`config.mk`:
```
export PLATFORM = sky130hd
export DESIGN_NAME = ptlm_front
export DESIGN_NICKNAME = d
export VERILOG_FILES = /design/src/design/ptlm_pkg.sv /design/src/design/ptlm_front.sv
export SDC_FILE = /design/constraint.sdc
export NUM_CORES = 1
export LEC_CHECK = 0
export BUFFER_PORTS_ARGS = -buffer_cell sky130_fd_sc_hd__buf_2
export CAP_MARGIN = 20
export CORE_MARGIN = 1
export CORE_UTILIZATION = 35
export CTS_BUF_LIST = sky130_fd_sc_hd__clkbuf_16
export CTS_CLUSTER_DIAMETER = 60
export DETAILED_ROUTE_END_ITERATION = 16
export HOLD_SLACK_MARGIN = 0.06
export MAX_ROUTING_LAYER = met4
export SLEW_MARGIN = 25
export SYNTH_ARGS = -nofsm -noshare
export SYNTH_HDL_FRONTEND = slang
export SYNTH_SLANG_ARGS = --single-unit
```
`constraint.sdc`:
```
create_clock -name clock -period 12.61 [get_ports clock]
set_clock_uncertainty 0.2 [all_clocks]
set_input_delay 0.6305 -clock clock [delete_from_list [all_inputs] [get_ports clock]]
set_output_delay 0.6305 -clock clock [all_outputs]
set_load 0.01 [all_outputs]
```
`src/design/ptlm_pkg.sv`:
```
// Package with shared types, constants and the CORDIC arctangent table.
`default_nettype none
package ptlm_pkg;
   localparam int AtanEntries = 30;
   localparam logic [31:0] CordicKQ30 = 32'd652032874;
   localparam logic [31:0] HalfTurn32 = 32'h8000_0000;
   localparam logic [31:0] QuarterTurn32 = 32'h4000_0000;
   localparam logic [15:0] QuarterTurn16 = 16'd16384;
   localparam logic [2:0] LabelNone = 3'd7;
   localparam logic [7:0] MaskReset = 8'd127;
   localparam logic CmdStore = 1'b0;
   localparam logic CmdPose = 1'b1;

   // One queued pose job.
   typedef struct packed {
      logic [2:0]         label;
      logic [15:0]        range_dist;
      logic [15:0]        bearing;
      logic signed [31:0] pos_x;
      logic signed [31:0] pos_y;
      logic signed [15:0] quat_w;
      logic signed [15:0] quat_x;
      logic signed [15:0] quat_y;
      logic signed [15:0] quat_z;
   } job_type;

   function automatic logic [31:0] atan_entry(input logic [4:0] i);
      logic [31:0] v;
      case (i)
         5'd0: v = 32'd536870912;   5'd1: v = 32'd316933406;
         5'd2: v = 32'd167458907;   5'd3: v = 32'd85004756;
         5'd4: v = 32'd42667331;    5'd5: v = 32'd21354465;
         5'd6: v = 32'd10679838;    5'd7: v = 32'd5340245;
         5'd8: v = 32'd2670163;     5'd9: v = 32'd1335087;
         5'd10: v = 32'd667544;     5'd11: v = 32'd333772;
         5'd12: v = 32'd166886;     5'd13: v = 32'd83443;
         5'd14: v = 32'd41722;      5'd15: v = 32'd20861;
         5'd16: v = 32'd10430;      5'd17: v = 32'd5215;
         5'd18: v = 32'd2608;       5'd19: v = 32'd1304;
         5'd20: v = 32'd652;        5'd21: v = 32'd326;
         5'd22: v = 32'd163;        5'd23: v = 32'd81;
         5'd24: v = 32'd41;         5'd25: v = 32'd20;
         5'd26: v = 32'd10;         5'd27: v = 32'd5;
         5'd28: v = 32'd3;          5'd29: v = 32'd1;
         default: v = 32'd0;
      endcase
      return v;
   endfunction
endpackage
`default_nettype wire

```
`src/design/ptlm_front.sv`:
```
// Front end: stores detections, filters pose items by the label mask, fills a job queue.
`default_nettype none
module ptlm_front (
   input  wire logic                clock,
   input  wire logic                reset,
   input  wire logic                req_valid,
   output logic                     req_ready,
   input  wire logic                req_cmd,
   input  wire logic [2:0]          req_label,
   input  wire logic [15:0]         req_range_dist,
   input  wire logic [15:0]         req_bearing,
   input  wire logic [31:0]         req_pos_x,
   input  wire logic [31:0]         req_pos_y,
   input  wire logic [15:0]         req_quat_w,
   input  wire logic [15:0]         req_quat_x,
   input  wire logic [15:0]         req_quat_y,
   input  wire logic [15:0]         req_quat_z,
   input  wire logic [7:0]          mask,
   output logic                     job_valid,
   input  wire logic                job_ready,
   output ptlm_pkg::job_type        job
);
   import ptlm_pkg::*;

   logic [2:0]  label_ff, label_in;
   logic [15:0] range_ff, range_in, bear_ff, bear_in;
   job_type     q_ff [2];
   logic        wp_ff, wp_in, rp_ff, rp_in;
   logic [1:0]  cnt_ff, cnt_in;
   logic        acc, push, pop;
   job_type     nj;

   assign req_ready = (cnt_ff != 2'd2);
   assign acc = req_valid && req_ready;
   assign push = acc && (req_cmd == CmdPose) && mask[label_ff];
   assign job_valid = (cnt_ff != 2'd0);
   assign pop = job_valid && job_ready;
   assign job = q_ff[rp_ff];

   always_comb begin
      nj.label = label_ff; nj.range_dist = range_ff; nj.bearing = bear_ff;
      nj.pos_x = req_pos_x; nj.pos_y = req_pos_y;
      nj.quat_w = req_quat_w; nj.quat_x = req_quat_x;
      nj.quat_y = req_quat_y; nj.quat_z = req_quat_z;
      label_in = label_ff; range_in = range_ff; bear_in = bear_ff;
      if (acc && req_cmd == CmdStore) begin
         label_in = req_label; range_in = req_range_dist; bear_in = req_bearing;
      end
      wp_in = push ? ~wp_ff : wp_ff;
      rp_in = pop ? ~rp_ff : rp_ff;
      cnt_in = cnt_ff + {1'b0, push} - {1'b0, pop};
   end

   always_ff @(posedge clock) begin
      if (reset) begin
         label_ff <= LabelNone; range_ff <= '0; bear_ff <= '0;
         wp_ff <= 1'b0; rp_ff <= 1'b0; cnt_ff <= '0;
      end else begin
         label_ff <= label_in; range_ff <= range_in; bear_ff <= bear_in;
         wp_ff <= wp_in; rp_ff <= rp_in; cnt_ff <= cnt_in;
      end
      if (push) q_ff[wp_ff] <= nj;
   end

   a_cnt: assert property (@(posedge clock) disable iff (reset) cnt_ff <= 2'd2)
      else $error("queue count overflow");
   a_full: assert property (@(posedge clock) disable iff (reset)
      (cnt_ff == 2'd2) |-> !req_ready) else $error("ready while full");
   a_pop: assert property (@(posedge clock) disable iff (reset)
      (cnt_ff == 2'd0) |-> !job_valid) else $error("job from empty queue");
endmodule
`default_nettype wire

```
# Word-level counts from Yosys, hierarchy flattened
# Memory sizes are Yosys's and may differ from the RTL's. A register that Yosys moved wholly into a read port is not among the register bits.
# Index checks and enable logic that the tools add are counted.
# Widths: inputs -> output; s select.
[word_totals]
reg_bits = 39
ramBits = 326
output_inout_bits = 165
elab_cells = 26
mem_count = 1
[classes]
n_addsub = 2
order_cmp = 1
eq_ne = 1
muxes = 6
n_bitwise = 3
reduce_logical = 6
[memory_table]
columns = ["name", "words", "width", "rd", "rd_ports_with_merged_regs", "write_ports", "line", "rtl"]
rows = [
  ["q_ff", 2, 163, 1, 1, 1, "ptlm_front.sv:27", "job_type q_ff [2];"],
]
[op_table]
columns = ["operator", "n"]
rows = [
  ["$logic_and 1x1->1", 5],
  ["$mux 1", 5],
  ["$lt 3x4->1 const B", 1],
  ["$bmux 1 s3", 1],
  ["$not 1->1", 3],
  ["$add 2x1->2", 1],
  ["$ne 2x2->1 const B", 1],
  ["$reduce_bool 2->1", 1],
  ["$sub 2x1->2", 1],
]

# Depth between registers and ports, before layout
# Gate-level depths: netlist of run 1.
[depth]
ltp_word = 6
mapped_depth = 10
ltp_nobuf = 9

# Worst setup path before layout of run 1
# OpenSTA, ideal clock, no wires.
[synth_path]
path_type = "input-to-reg"
startpoint = "in mask[7]"
endpoint = "mem q_ff[0][0] (netlist name) (enable)"
arrival_ns = 8.288
t_required_ns = 11.721
path_slack_ns = 3.433
cell_stages = 5
path_buffers = 1
cell_sequence = "mux2i_1 > and3_1 > or4_1 > buf_2 > nor2_1"
[synth_via]
elab_chain_cells = 5
[synth_lines]
columns = ["element", "line", "rtl"]
rows = [
  ["from (decl)", "ptlm_front.sv:18", "input wire logic [7:0] mask,"],
  ["$bmux 1 s3", "ptlm_front.sv:35", "assign push = acc && (req_cmd == CmdPose) && mask[label_ff];"],
  ["$mux 1 (not written as such)", "ptlm_front.sv:35", ""],
  ["$logic_and 1x1->1", "ptlm_front.sv:35", ""],
  ["$mux 1", "ptlm_front.sv:62", "if (push) q_ff[wp_ff] <= nj;"],
  ["$mux 1 (not written as such)", "ptlm_front.sv:62", ""],
  ["to (decl)", "ptlm_front.sv:27", ""],
]
# Every way passes these cells. The select of a mux whose other input is x is not followed.

# Final worst setup path of run 1
[layout_path]
startpoint = "reg label_ff[1]"
endpoint = "mem q_ff[0][111] (netlist name) (enable)"
[layout_via]
elab_chain_cells = 5
[layout_lines]
columns = ["element", "line", "rtl"]
rows = [
  ["from (decl)", "ptlm_front.sv:25", "logic [2:0] label_ff, label_in;"],
  ["from (signal assigned)", "ptlm_front.sv:59", "label_ff <= label_in; range_ff <= range_in; bear_ff <= bear_in;"],
  ["$bmux 1 s3", "ptlm_front.sv:35", ""],
  ["$mux 1 (not written as such)", "ptlm_front.sv:35", ""],
  ["$logic_and 1x1->1", "ptlm_front.sv:35", ""],
  ["$mux 1", "ptlm_front.sv:62", ""],
  ["$mux 1 (not written as such)", "ptlm_front.sv:62", ""],
]
# Every way passes these cells. The select of a mux whose other input is x is not followed.

==> results.py, run 1 <==
metrics = {
    "cells_and_area": {
        "syn_to_final_growth_pct": 35.6,
        "fillers": 3169,
        "layout.nets": 1349,
        "postLayoutCellArea_um2": 17900,
        "final_core_util_pct": 48.6,
        "drive_gt1_share_pct": 47.3,
        "layout.cells.non_filler": 1708,
    },
    "synthesis": {
        "async_flop_share_pct": 0,
        "avgSynthCellArea_um2": 19.0,
        "post_synth_main_area_contributors": "edfxtp_1, mux2_2, dfxtp_1, nand2_1, a21oi_1",
        "ys_types": 26,
        "synth_edf_count": 326,
        "syn-cell-area_um2": 13200,
        "seq_area_frac_synth_pct": 80.1,
        "syn_inst": 695,
        "yosysWarnings": 0,
        "synthFlopType": "edfxtp_1",
        "synth_top_cell_area_share_pct": 74.0,
        "syn_nets": 873,
        "synth-seq-cells": 366,
        "synth_top_area_cell": "edfxtp_1",
    },
    "grt": {
        "grt_usage_pct": 15.0,
        "grt_pass1_vias": 7911,
        "antenna_found_initial": 5,
        "grt_pass1_wl_mm": 43.1,
        "gr-total-overflow": 0,
        "grt_max_degree": 80,
    },
    "place": {
        "gp_congestion": 0.710,
        "place_ws_ns": 8.72,
        "dp_hpwl_mm": 17.2,
        "placed_cell_area_um2": 15500,
        "port_buffers": 340,
        "dp_cells": 1518,
    },
    "route": {
        "ant_nets": 0,
        "wl_per_cell_um": 16.7,
        "num_vias": 7685,
        "wl_mm": 28.5,
        "drt_first_pass_iters": 5,
        "drt-initial-drc-count": 241,
        "post-route-drc-count": 0,
        "detail_route.vias_per_cell": 4.50,
    },
    "worst_setup_path": {
        "cp_cell_sequence": "mux2i_1 -> and3_1 -> or4_1 -> nor2_4 -> buf_4",
        "cp.depth": 5,
        "path_max_fanout": 59,
        "crit_type": "reg -> reg",
        "critPathBufInv": 1,
        "cp_top_family": "simple AND/OR/NAND/NOR gates",
        "slowest_stage": "buf_4",
        "r2r_setup_slack_ns": 8.93,
        "start_kind": "flop",
        "cp.required_ns": 12.56,
        "reg2reg_depth": 5,
        "end_kind": "flop",
        "max_stage_delay_ns": 0.77,
        "critPathArrivalTime_ns": 3.63,
    },
    "sta": {
        "tns_ns": 0,
        "setup_ws_ns": 8.93,
        "hold_viol_final": 0,
        "rsz0062_at_grt": "no",
        "finalCritPeriodShare_pct": 29.2,
        "fin_crit_ns": 3.68,
        "drv_slew": 0,
        "setup_viol": 0,
        "slew_headroom_pct": 34.2,
        "whs_ns": 0.102,
        "fmaxAchievable_mhz": 272,
        "worst_pin_slew_ns": 0.987,
    },
    "clocking": {
        "cts_resized": 0,
        "clock-sinks": 366,
        "insertion_delay_ns": 0.53,
        "htree_levels": 2,
        "cts_tree": "done",
        "cts_made_buffers": 39,
        "hold_buffers": 116,
        "root_buffer": "clkbuf_16",
        "clk_pin_slew_ns": 0.06,
        "cts_setup_buffers": 0,
        "cts_max_path_buffers": 3,
    },
    "floorplanning": {
        "dieWidth_um": 196,
        "start_util_pct": 35.9,
        "die-area_um2": 38600,
        "rows": 70,
        "die_y_um": 196,
        "core_um2": 36900,
        "pin_count": 341,
    },
    "outcome": {
        "outcome": "finished, final reports clean",
    },
    "power_and_ir_drop": {
        "power.leakage_nw": 6.67,
        "power.density_nw_per_um2": 171,
        "fin_total_pwr_mw": 3.06,
        "vdd_drop_max_mv": 0.131,
    },
    "hold_path": {
        "hold-path-cell-count": 1,
        "hp-class": "in -> reg",
    },
    "flow_run": {
        "cap_violations": 0,
    },
}
worst paths after layout:
check,start,to
max,label_ff[1]$_SDFFE_PP1P_,q_ff[0][111]$_DFFE_PP_
min,req_quat_z[5],q_ff[0][5]$_DFFE_PP_
max reg2reg,label_ff[1]$_SDFFE_PP1P_,q_ff[0][111]$_DFFE_PP_
min reg2reg,range_ff[14]$_SDFFE_PP0P_,q_ff[1][158]$_DFFE_PP_
layout make-up:
| cell class | count | area (um^2) | share of cell area, % |
|---|---|---|---|
| Sequential cell | 366 | 10600 | 59.1 |
| Timing Repair Buffer | 465 | 2960 | 16.5 |
| Multi-Input combinational cell | 297 | 2520 | 14.0 |
| Clock buffer | 41 | 1030 | 5.72 |
| Tap cell | 504 | 631 | 3.52 |
| Clock inverter | 28 | 190 | 1.06 |
| Antenna cell | 5 | 12.5 | 0.0698 |
| Inverter | 2 | 7.51 | 0.0419 |
sequential cells by signal, summed over array words and instances (netlist names), named ones only:
signal,flops
bear_ff,16
cnt_ff,2
label_ff,3
q_ff,326
range_ff,16
rp_ff,1
wp_ff,1
layout by cell type (no fill, tap or decap), types with 2 or more instances in the layout:
cell type,synthesis,routed
ha_1,2,2
nand2b_1,2,2
diode_2,0,5
buf_2,8,340
buf_6,0,2
inv_1,2,18
nor2_4,0,2
edfxtp_1,326,326
dfxtp_1,40,39
nand3b_1,4,4
clkinv_2,0,2
buf_4,0,6
dlygate4sd3_1,0,116
nand2_1,70,70
xnor2_1,2,2
clkinv_1,0,6
bufinv_16,0,3
mux2_2,165,165
a21oi_1,32,32
clkbuf_16,0,41
nor2_1,7,5
power by group:
part	internal [mW]	total, mW	switching [mW]
sequential	1.40	1.42	0.0260
clock	0.644	1.08	0.439
combinational	0.267	0.551	0.284
cells in the mapped netlist, drive strengths merged, types with 2 or more instances:
cell type  count
clkbuf        22
nand2b         2
inv            2
nand3b         4
nor2           7
edfxtp       326
buf            8
dfxtp         40
ha             2
mux2         166
xnor2          2
a21oi         32
nand2         70
per-layer routing:
metal	vias to the layer above	GRT usage [%]	wire [um]
met5	-	-	0
met4	0	6.05	763
met3	54	4.14	1930
met2	253	23.9	13700
met1	3763	18.0	12000
li1	3615	-	-
cell families (layout without fill, tap and decap cells):
kind of cell	after synthesis	after routing	synth area share, %
simple gates	91	91	2.94
xor+xnor	3	3	0.199
flops	366	366	80.1
buf+inv	32	536	0.984
fa+ha+maj	2	2	0.189
mux	167	167	14.2
compound gates	34	34	1.34
other cells	0	5	0
No activity file was read; power rests on OpenSTA's default activity.
==> run 2, diff against run 1 <==
--- a/config.mk
+++ b/config.mk
@@ -5,6 +5,7 @@
 export SDC_FILE = /design/constraint.sdc
 export NUM_CORES = 1
 export LEC_CHECK = 0
+export ABC_AREA = 1
 export BUFFER_PORTS_ARGS = -buffer_cell sky130_fd_sc_hd__buf_2
 export CAP_MARGIN = 20
 export CORE_MARGIN = 1
==> constraint.sdc (replaced) <==
create_clock -name clock -period 3.39 [get_ports clock]
set_clock_uncertainty 0.2 [all_clocks]
set_input_delay 0.1695 -clock clock [delete_from_list [all_inputs] [get_ports clock]]
set_output_delay 0.1695 -clock clock [all_outputs]
set_load 0.01 [all_outputs]
==> results.py, run 2 <==
metrics = {
    "outcome": {
        "outcome": "finished, final reports clean",
    },
    "clocking": {
        "cts_max_path_buffers": 3,
        "htree_levels": 2,
        "cts_resized": 0,
        "cts_tree": "done",
        "root_buffer": "clkbuf_16",
        "clock-sinks": 366,
        "clk_pin_slew_ns": 0.06,
        "cts_made_buffers": 40,
        "insertion_delay_ns": 0.54,
    },
    "cells_and_area": {
        "multiInputGateArea_um2": 2750,
        "ff_latch_area_um2": 10600,
        "largestRegisters": "q_ff x326, bear_ff x16, range_ff x16",
        "drive_gt1_share_pct": 44.9,
        "layout.cells.non_filler": 1813,
        "largest_reg_flops": 326,
        "fillers": 3140,
        "postLayoutCellArea_um2": 19200,
        "regMostFlops": "q_ff",
        "layout.nets": 1449,
        "syn_to_final_growth_pct": 41.3,
        "mostFrequentLayoutCells": "buf_2, edfxtp_1, dlygate4sd3_1",
        "final_common_cell": "buf_2",
        "antenna_cells": 0,
    },
    "route": {
        "num_vias": 8004,
        "wl_met1_mm": 11.9,
        "wl_mm": 29.7,
        "ant_nets": 0,
        "drt_first_pass_iters": 4,
        "wl_per_cell_um": 16.4,
        "post-route-drc-count": 0,
        "dr_wl_met3_mm": 1.72,
        "detail_route.vias_per_cell": 4.41,
        "wl_met2_mm": 15.2,
        "top_layer_used": "met4",
        "drt-initial-drc-count": 270,
    },
    "worst_setup_path": {
        "regToRegEndpoint": "q_ff[1][12]$_DFFE_PP_",
        "cp.required_ns": 3.37,
        "end_kind": "flop",
        "critPathBufInv": 5,
        "cp_cell_sequence": "inv_2 -> nand2_1 -> nand3_1 -> dlygate4sd3_1 -> nand3_1 -> dlygate4sd3_1 -> nand2_2 -> nand3_2 -> clkinvlp_4 -> buf_12",
        "r2r-start": "label_ff[0]$_SDFFE_PP1P_",
        "crit_path_end": "q_ff[1][12]$_DFFE_PP_",
        "path_max_fanout": 88,
        "reg2reg_depth": 10,
        "cp_top_family": "buffers and inverters",
        "start_kind": "flop",
        "r2r_setup_slack_ns": 0.24,
        "cp.depth": 10,
        "crit_type": "reg -> reg",
        "critPathLaunch": "label_ff[0]$_SDFFE_PP1P_",
        "critPathArrivalTime_ns": 3.13,
        "max_stage_delay_ns": 0.57,
        "slowest_stage": "dlygate4sd3_1",
    },
    "grt": {
        "grt_pass1_wl_mm": 43.7,
        "gr-total-overflow": 0,
        "grt_usage_pct": 14.9,
        "antenna_found_initial": 0,
        "grt_pass1_vias": 8170,
        "grt_max_degree": 89,
    },
    "synthesis": {
        "synth_edf_count": 326,
        "syn-cell-area_um2": 13600,
        "ys_types": 23,
        "yosysWarnings": 0,
        "synth_top_area_cell": "edfxtp_1",
        "async_flop_share_pct": 0,
        "syn_nets": 884,
        "netlist_top_cells_count": "edfxtp_1, mux2_2, nand2_1, mux2_4, dfxtp_1",
        "synth-seq-cells": 366,
        "synth_most_common_cell": "edfxtp_1",
        "post_synth_main_area_contributors": "edfxtp_1, mux2_4, mux2_2, dfxtp_1, nand2_1",
        "seq_area_frac_synth_pct": 78.0,
        "synthFlopType": "edfxtp_1",
        "synth_top_cell_area_share_pct": 72.1,
        "avgSynthCellArea_um2": 19.2,
        "syn_inst": 706,
    },
    "sta": {
        "fin_crit_ns": 3.15,
        "fmaxAchievable_mhz": 317,
        "setup_ws_ns": 0.240,
        "drv_slew": 0,
        "rsz0062_at_grt": "no",
        "hold_viol_final": 0,
        "worst_pin_slew_ns": 0.645,
        "tns_ns": 0,
        "setup_viol": 0,
        "slew_headroom_pct": 57.0,
        "finalCritPeriodShare_pct": 92.9,
    },
    "floorplanning": {
        "core_um2": 37900,
        "die-area_um2": 39600,
        "dieWidth_um": 199,
        "start_util_pct": 35.8,
        "die_y_um": 199,
        "rows": 71,
        "pin_count": 341,
    },
    "place": {
        "dp_hpwl_mm": 18.1,
        "port_buffers": 340,
        "dp_cells": 1545,
        "gp_congestion": 0.743,
        "place_ws_ns": 1.29,
        "placed_cell_area_um2": 15900,
    },
    "hold_path": {
        "hp-class": "in -> reg",
    },
    "power_and_ir_drop": {
        "power.density_nw_per_um2": 627,
        "power.leakage_nw": 7.38,
        "fin_total_pwr_mw": 12.0,
        "vdd_drop_max_mv": 0.501,
    },
    "flow_run": {
        "cap_violations": 0,
    },
}
## run 2: changes by cell type in the layout (fill, tap and decap cells not counted), moves of 5 or more
cell | before | now
nand3_1 | 0 | 6
nand2_1 | 70 | 79
buf_12 | 0 | 6
mux2_2 | 165 | 93
dlygate4sd3_1 | 116 | 195
mux2_4 | 1 | 70
diode_2 | 5 | 0
## run 2: layout make-up
class	count	area share, %
Tap cell	511	3.33
Inverter	10	0.228
Sequential cell	366	55.3
Multi-Input combinational cell	302	14.4
Clock inverter	31	1.27
Timing Repair Buffer	551	20.1
Clock buffer	42	5.48
## run 2: worst min-delay path by stage
stage / from / end / slack, ns / cells past startpoint
3_5_place_dp: req_quat_z[2] / q_ff[0][2]$_DFFE_PP_ / 0.16 / 1
3_3_place_gp: req_quat_z[15] / q_ff[0][15]$_DFFE_PP_ / 0.16 / 1
4_1_cts: req_pos_y[20] / q_ff[1][84]$_DFFE_PP_ / 0.11 / 2
5_1_grt: req_quat_y[2] / q_ff[0][18]$_DFFE_PP_ / 0.13 / 2
6_report: req_pos_x[27] / q_ff[0][123]$_DFFE_PP_ / 0.15 / 2
2_1_floorplan: req_quat_z[0] / q_ff[0][0]$_DFFE_PP_ / 0.07 / 0
## run 2: metrics by stage
step | util [%] | hold WS, ns
2_1_floorplan | - | 0.0684
3_3_place_gp | 42.0 | 0.158
3_5_place_dp | 42.0 | 0.161
4_1_cts | 50.6 | 0.108
5_1_grt | 50.6 | 0.127
6_report | 50.6 | 0.149
## run 2: metal layers
layer	global-route usage, %	vias up
met3	3.37	63
met5	-	-
li1	-	3810
met1	16.8	3903
met2	25.5	228
met4	6.35	0
## run 2: what timing repair did
action                                 4_1_cts  5_1_grt
endpoints found under the hold margin      295        0
hold buffers                               195        0
buffers inserted                             0        0
## run 2: worst register-to-register path, delay by kind of cell, from the launching register on
kind / cells / cell delay [ns]
buffers and inverters: 5 / 1.74
DFF: 1 / 0.35
and+or+nand+nor: 5 / 0.41
## run 2: logic make-up after synthesis
| family | synth area share, % |
|---|---|
| AOI/OAI and AO/OA | 1.51 |
| xor gates and xnor gates | 0.0645 |
| adders and majority gates | 0.184 |
| buffers and inverters | 1.86 |
| DFF | 78.0 |
| muxes | 15.5 |
| and+or+nand+nor | 2.89 |
## run 2: report_power, final
group / internal, mW / switching, mW
registers: 5.23 / 0.154
logic: 1.28 / 1.16
clock network: 2.54 / 1.68
total: 9.05 / 2.99
==> run 3, diff against run 2 <==
--- a/config.mk
+++ b/config.mk
@@ -6,10 +6,10 @@
 export NUM_CORES = 1
 export LEC_CHECK = 0
 export ABC_AREA = 1
-export BUFFER_PORTS_ARGS = -buffer_cell sky130_fd_sc_hd__buf_2
+export BUFFER_PORTS_ARGS = -buffer_cell sky130_fd_sc_hd__buf_4
 export CAP_MARGIN = 20
 export CORE_MARGIN = 1
-export CORE_UTILIZATION = 35
+export CORE_UTILIZATION = 40
 export CTS_BUF_LIST = sky130_fd_sc_hd__clkbuf_16
 export CTS_CLUSTER_DIAMETER = 60
 export DETAILED_ROUTE_END_ITERATION = 16
==> results.py, run 3 (synthesis results as in run 2) <==
metrics = {
    "worst_setup_path": {
        "reg2reg_depth": 10,
        "crit_path_end": "q_ff[0][33]$_DFFE_PP_",
        "r2r-start": "label_ff[0]$_SDFFE_PP1P_",
        "r2r_setup_slack_ns": 0.19,
        "critPathLaunch": "label_ff[0]$_SDFFE_PP1P_",
        "cp.required_ns": 3.34,
        "start_kind": "flop",
        "end_kind": "flop",
        "path_max_fanout": 94,
        "crit_type": "reg -> reg",
        "critPathArrivalTime_ns": 3.15,
        "regToRegEndpoint": "q_ff[0][33]$_DFFE_PP_",
    },
    "cells_and_area": {
        "largest_reg_flops": 326,
        "drive_gt1_share_pct": 44.4,
        "regMostFlops": "q_ff",
        "mostFrequentLayoutCells": "buf_4, edfxtp_1, dlygate4sd3_1",
        "layout.cells.non_filler": 1755,
        "largestRegisters": "q_ff x326, bear_ff x16, range_ff x16",
        "final_common_cell": "buf_4",
        "syn_to_final_growth_pct": 47.1,
        "antenna_cells": 0,
        "layout.nets": 1457,
    },
    "grt": {
        "antenna_found_initial": 0,
        "grt_pass1_vias": 8306,
        "grt_max_degree": 95,
        "grt_pass1_wl_mm": 43.0,
        "gr-total-overflow": 0,
        "grt_usage_pct": 16.7,
    },
    "sta": {
        "hold_viol_final": 0,
        "fmaxAchievable_mhz": 312,
        "drv_slew": 0,
        "tns_ns": 0,
        "rsz0062_at_grt": "no",
        "slew_headroom_pct": 54.2,
        "worst_pin_slew_ns": 0.687,
        "setup_ws_ns": 0.187,
        "setup_viol": 0,
        "fin_crit_ns": 3.20,
        "finalCritPeriodShare_pct": 94.5,
    },
    "route": {
        "detail_route.vias_per_cell": 4.60,
        "num_vias": 8073,
        "post-route-drc-count": 0,
        "wl_mm": 29.5,
        "drt-initial-drc-count": 327,
        "wl_per_cell_um": 16.8,
        "drt_first_pass_iters": 4,
        "ant_nets": 0,
    },
    "clocking": {
        "htree_levels": 2,
        "cts_max_path_buffers": 3,
        "insertion_delay_ns": 0.52,
        "root_buffer": "clkbuf_16",
        "cts_tree": "done",
        "clock-sinks": 366,
        "cts_made_buffers": 40,
        "clk_pin_slew_ns": 0.06,
    },
    "place": {
        "place_ws_ns": 1.12,
        "dp_hpwl_mm": 18.0,
        "port_buffers": 340,
        "dp_cells": 1477,
        "gp_congestion": 0.752,
    },
    "floorplanning": {
        "pin_count": 341,
        "core_um2": 33400,
        "die_y_um": 186,
        "rows": 67,
        "dieWidth_um": 186,
        "start_util_pct": 40.6,
        "die-area_um2": 34700,
    },
    "hold_path": {
        "hold_start": "req_cmd",
        "hp-class": "in -> reg",
    },
    "power_and_ir_drop": {
        "p_clk_share_pct": 32.6,
        "p_comb_share_pct": 22.8,
        "power.density_nw_per_um2": 605,
        "netSwitchingFraction_pct": 24.7,
        "p_int_mw": 9.11,
        "power.leakage_nw": 7.70,
        "switching_power_mw": 2.98,
        "seqPwrFrac_pct": 44.6,
        "vdd_drop_max_mv": 0.389,
    },
    "outcome": {
        "outcome": "finished, final reports clean",
    },
    "flow_run": {
        "cap_violations": 0,
    },
}
-- run 3: cell types whose count changed in the layout (fill, tap and decap cells not counted) --
cell           delta
dlygate4sd3_1    +10
buf_4           +337
buf_2           -340
buf_16            +1
clkinv_4          +1
inv_1             -1
bufinv_16         -3
-- run 3: cell type report --
type / count / area [um^2]
inverters: 10 / 43.8
repair buffers: 559 / 4800
fillers: 2568 / 13500
clock buffers: 42 / 1050
multi-input cells: 302 / 2750
clock inverters: 28 / 158
flip-flops and latches: 366 / 10600
well taps: 448 / 561
-- run 3: power groups by stage --
stage	Combinational [mW]	Sequential [mW]	Clock (mW)
5_1_grt	2.97	5.43	4.19
3_3_place_gp	2.56	5.47	0
6_report	2.76	5.39	3.94
2_1_floorplan	1.51	5.40	0
4_1_cts	2.80	5.40	4.03
3_5_place_dp	2.56	5.49	0
-- run 3: what timing repair did --
action	CTS	global route
buffers inserted	0	3
hold buffers	205	0
setup endpoints to repair	0	121
hold endpoints to repair	295	0
resized for setup	0	1
-- run 3: worst max-delay path: stages (launching register included) --
cell and delay, ns:
dfxtp_2 0.35, inv_2 0.09, nand2_1 0.06, nand3_1 0.06
dlygate4sd3_1 0.55, nand3b_1 0.08, dlygate4sd3_1 0.58, nand2_2 0.10
nand2_2 0.08, nor2_4 0.17, buf_12 0.43
-- run 3: worst min path at each step --
stage | end | slack [ns] | cells past startpoint
floorplan | q_ff[0][0]$_DFFE_PP_ | 0.07 | 0
global placement | q_ff[1][22]$_DFFE_PP_ | 0.15 | 1
detailed placement | q_ff[0][13]$_DFFE_PP_ | 0.16 | 1
CTS | q_ff[0][59]$_DFFE_PP_ | 0.15 | 2
global route | q_ff[1][15]$_DFFE_PP_ | 0.17 | 2
finish | label_ff[2]$_SDFFE_PP1P_ | 0.16 | 5
-- run 3: stage by stage --
| step | cell area (um^2) | utilization, % | total power [mW] | hold slack [ns] |
|---|---|---|---|---|
| 3_3_place_gp | 16700 | 49.9 | 8.04 | 0.155 |
| 5_1_grt | 20000 | 59.7 | 12.6 | 0.167 |
| 4_1_cts | 19900 | 59.6 | 12.2 | 0.152 |
| 3_5_place_dp | 16700 | 49.9 | 8.05 | 0.157 |
| 2_1_floorplan | 13600 | - | 6.91 | 0.0684 |
| 6_report | 20000 | 59.7 | 12.1 | 0.164 |
-- run 3: routing by layer --
metal	share of wire, %	up-vias	GRT usage, %
li1	-	3825	-
met2	51	267	28.7
met1	39	3903	18.7
met5	0	-	-
met4	3.8	0	6.85
met3	6.6	78	3.84
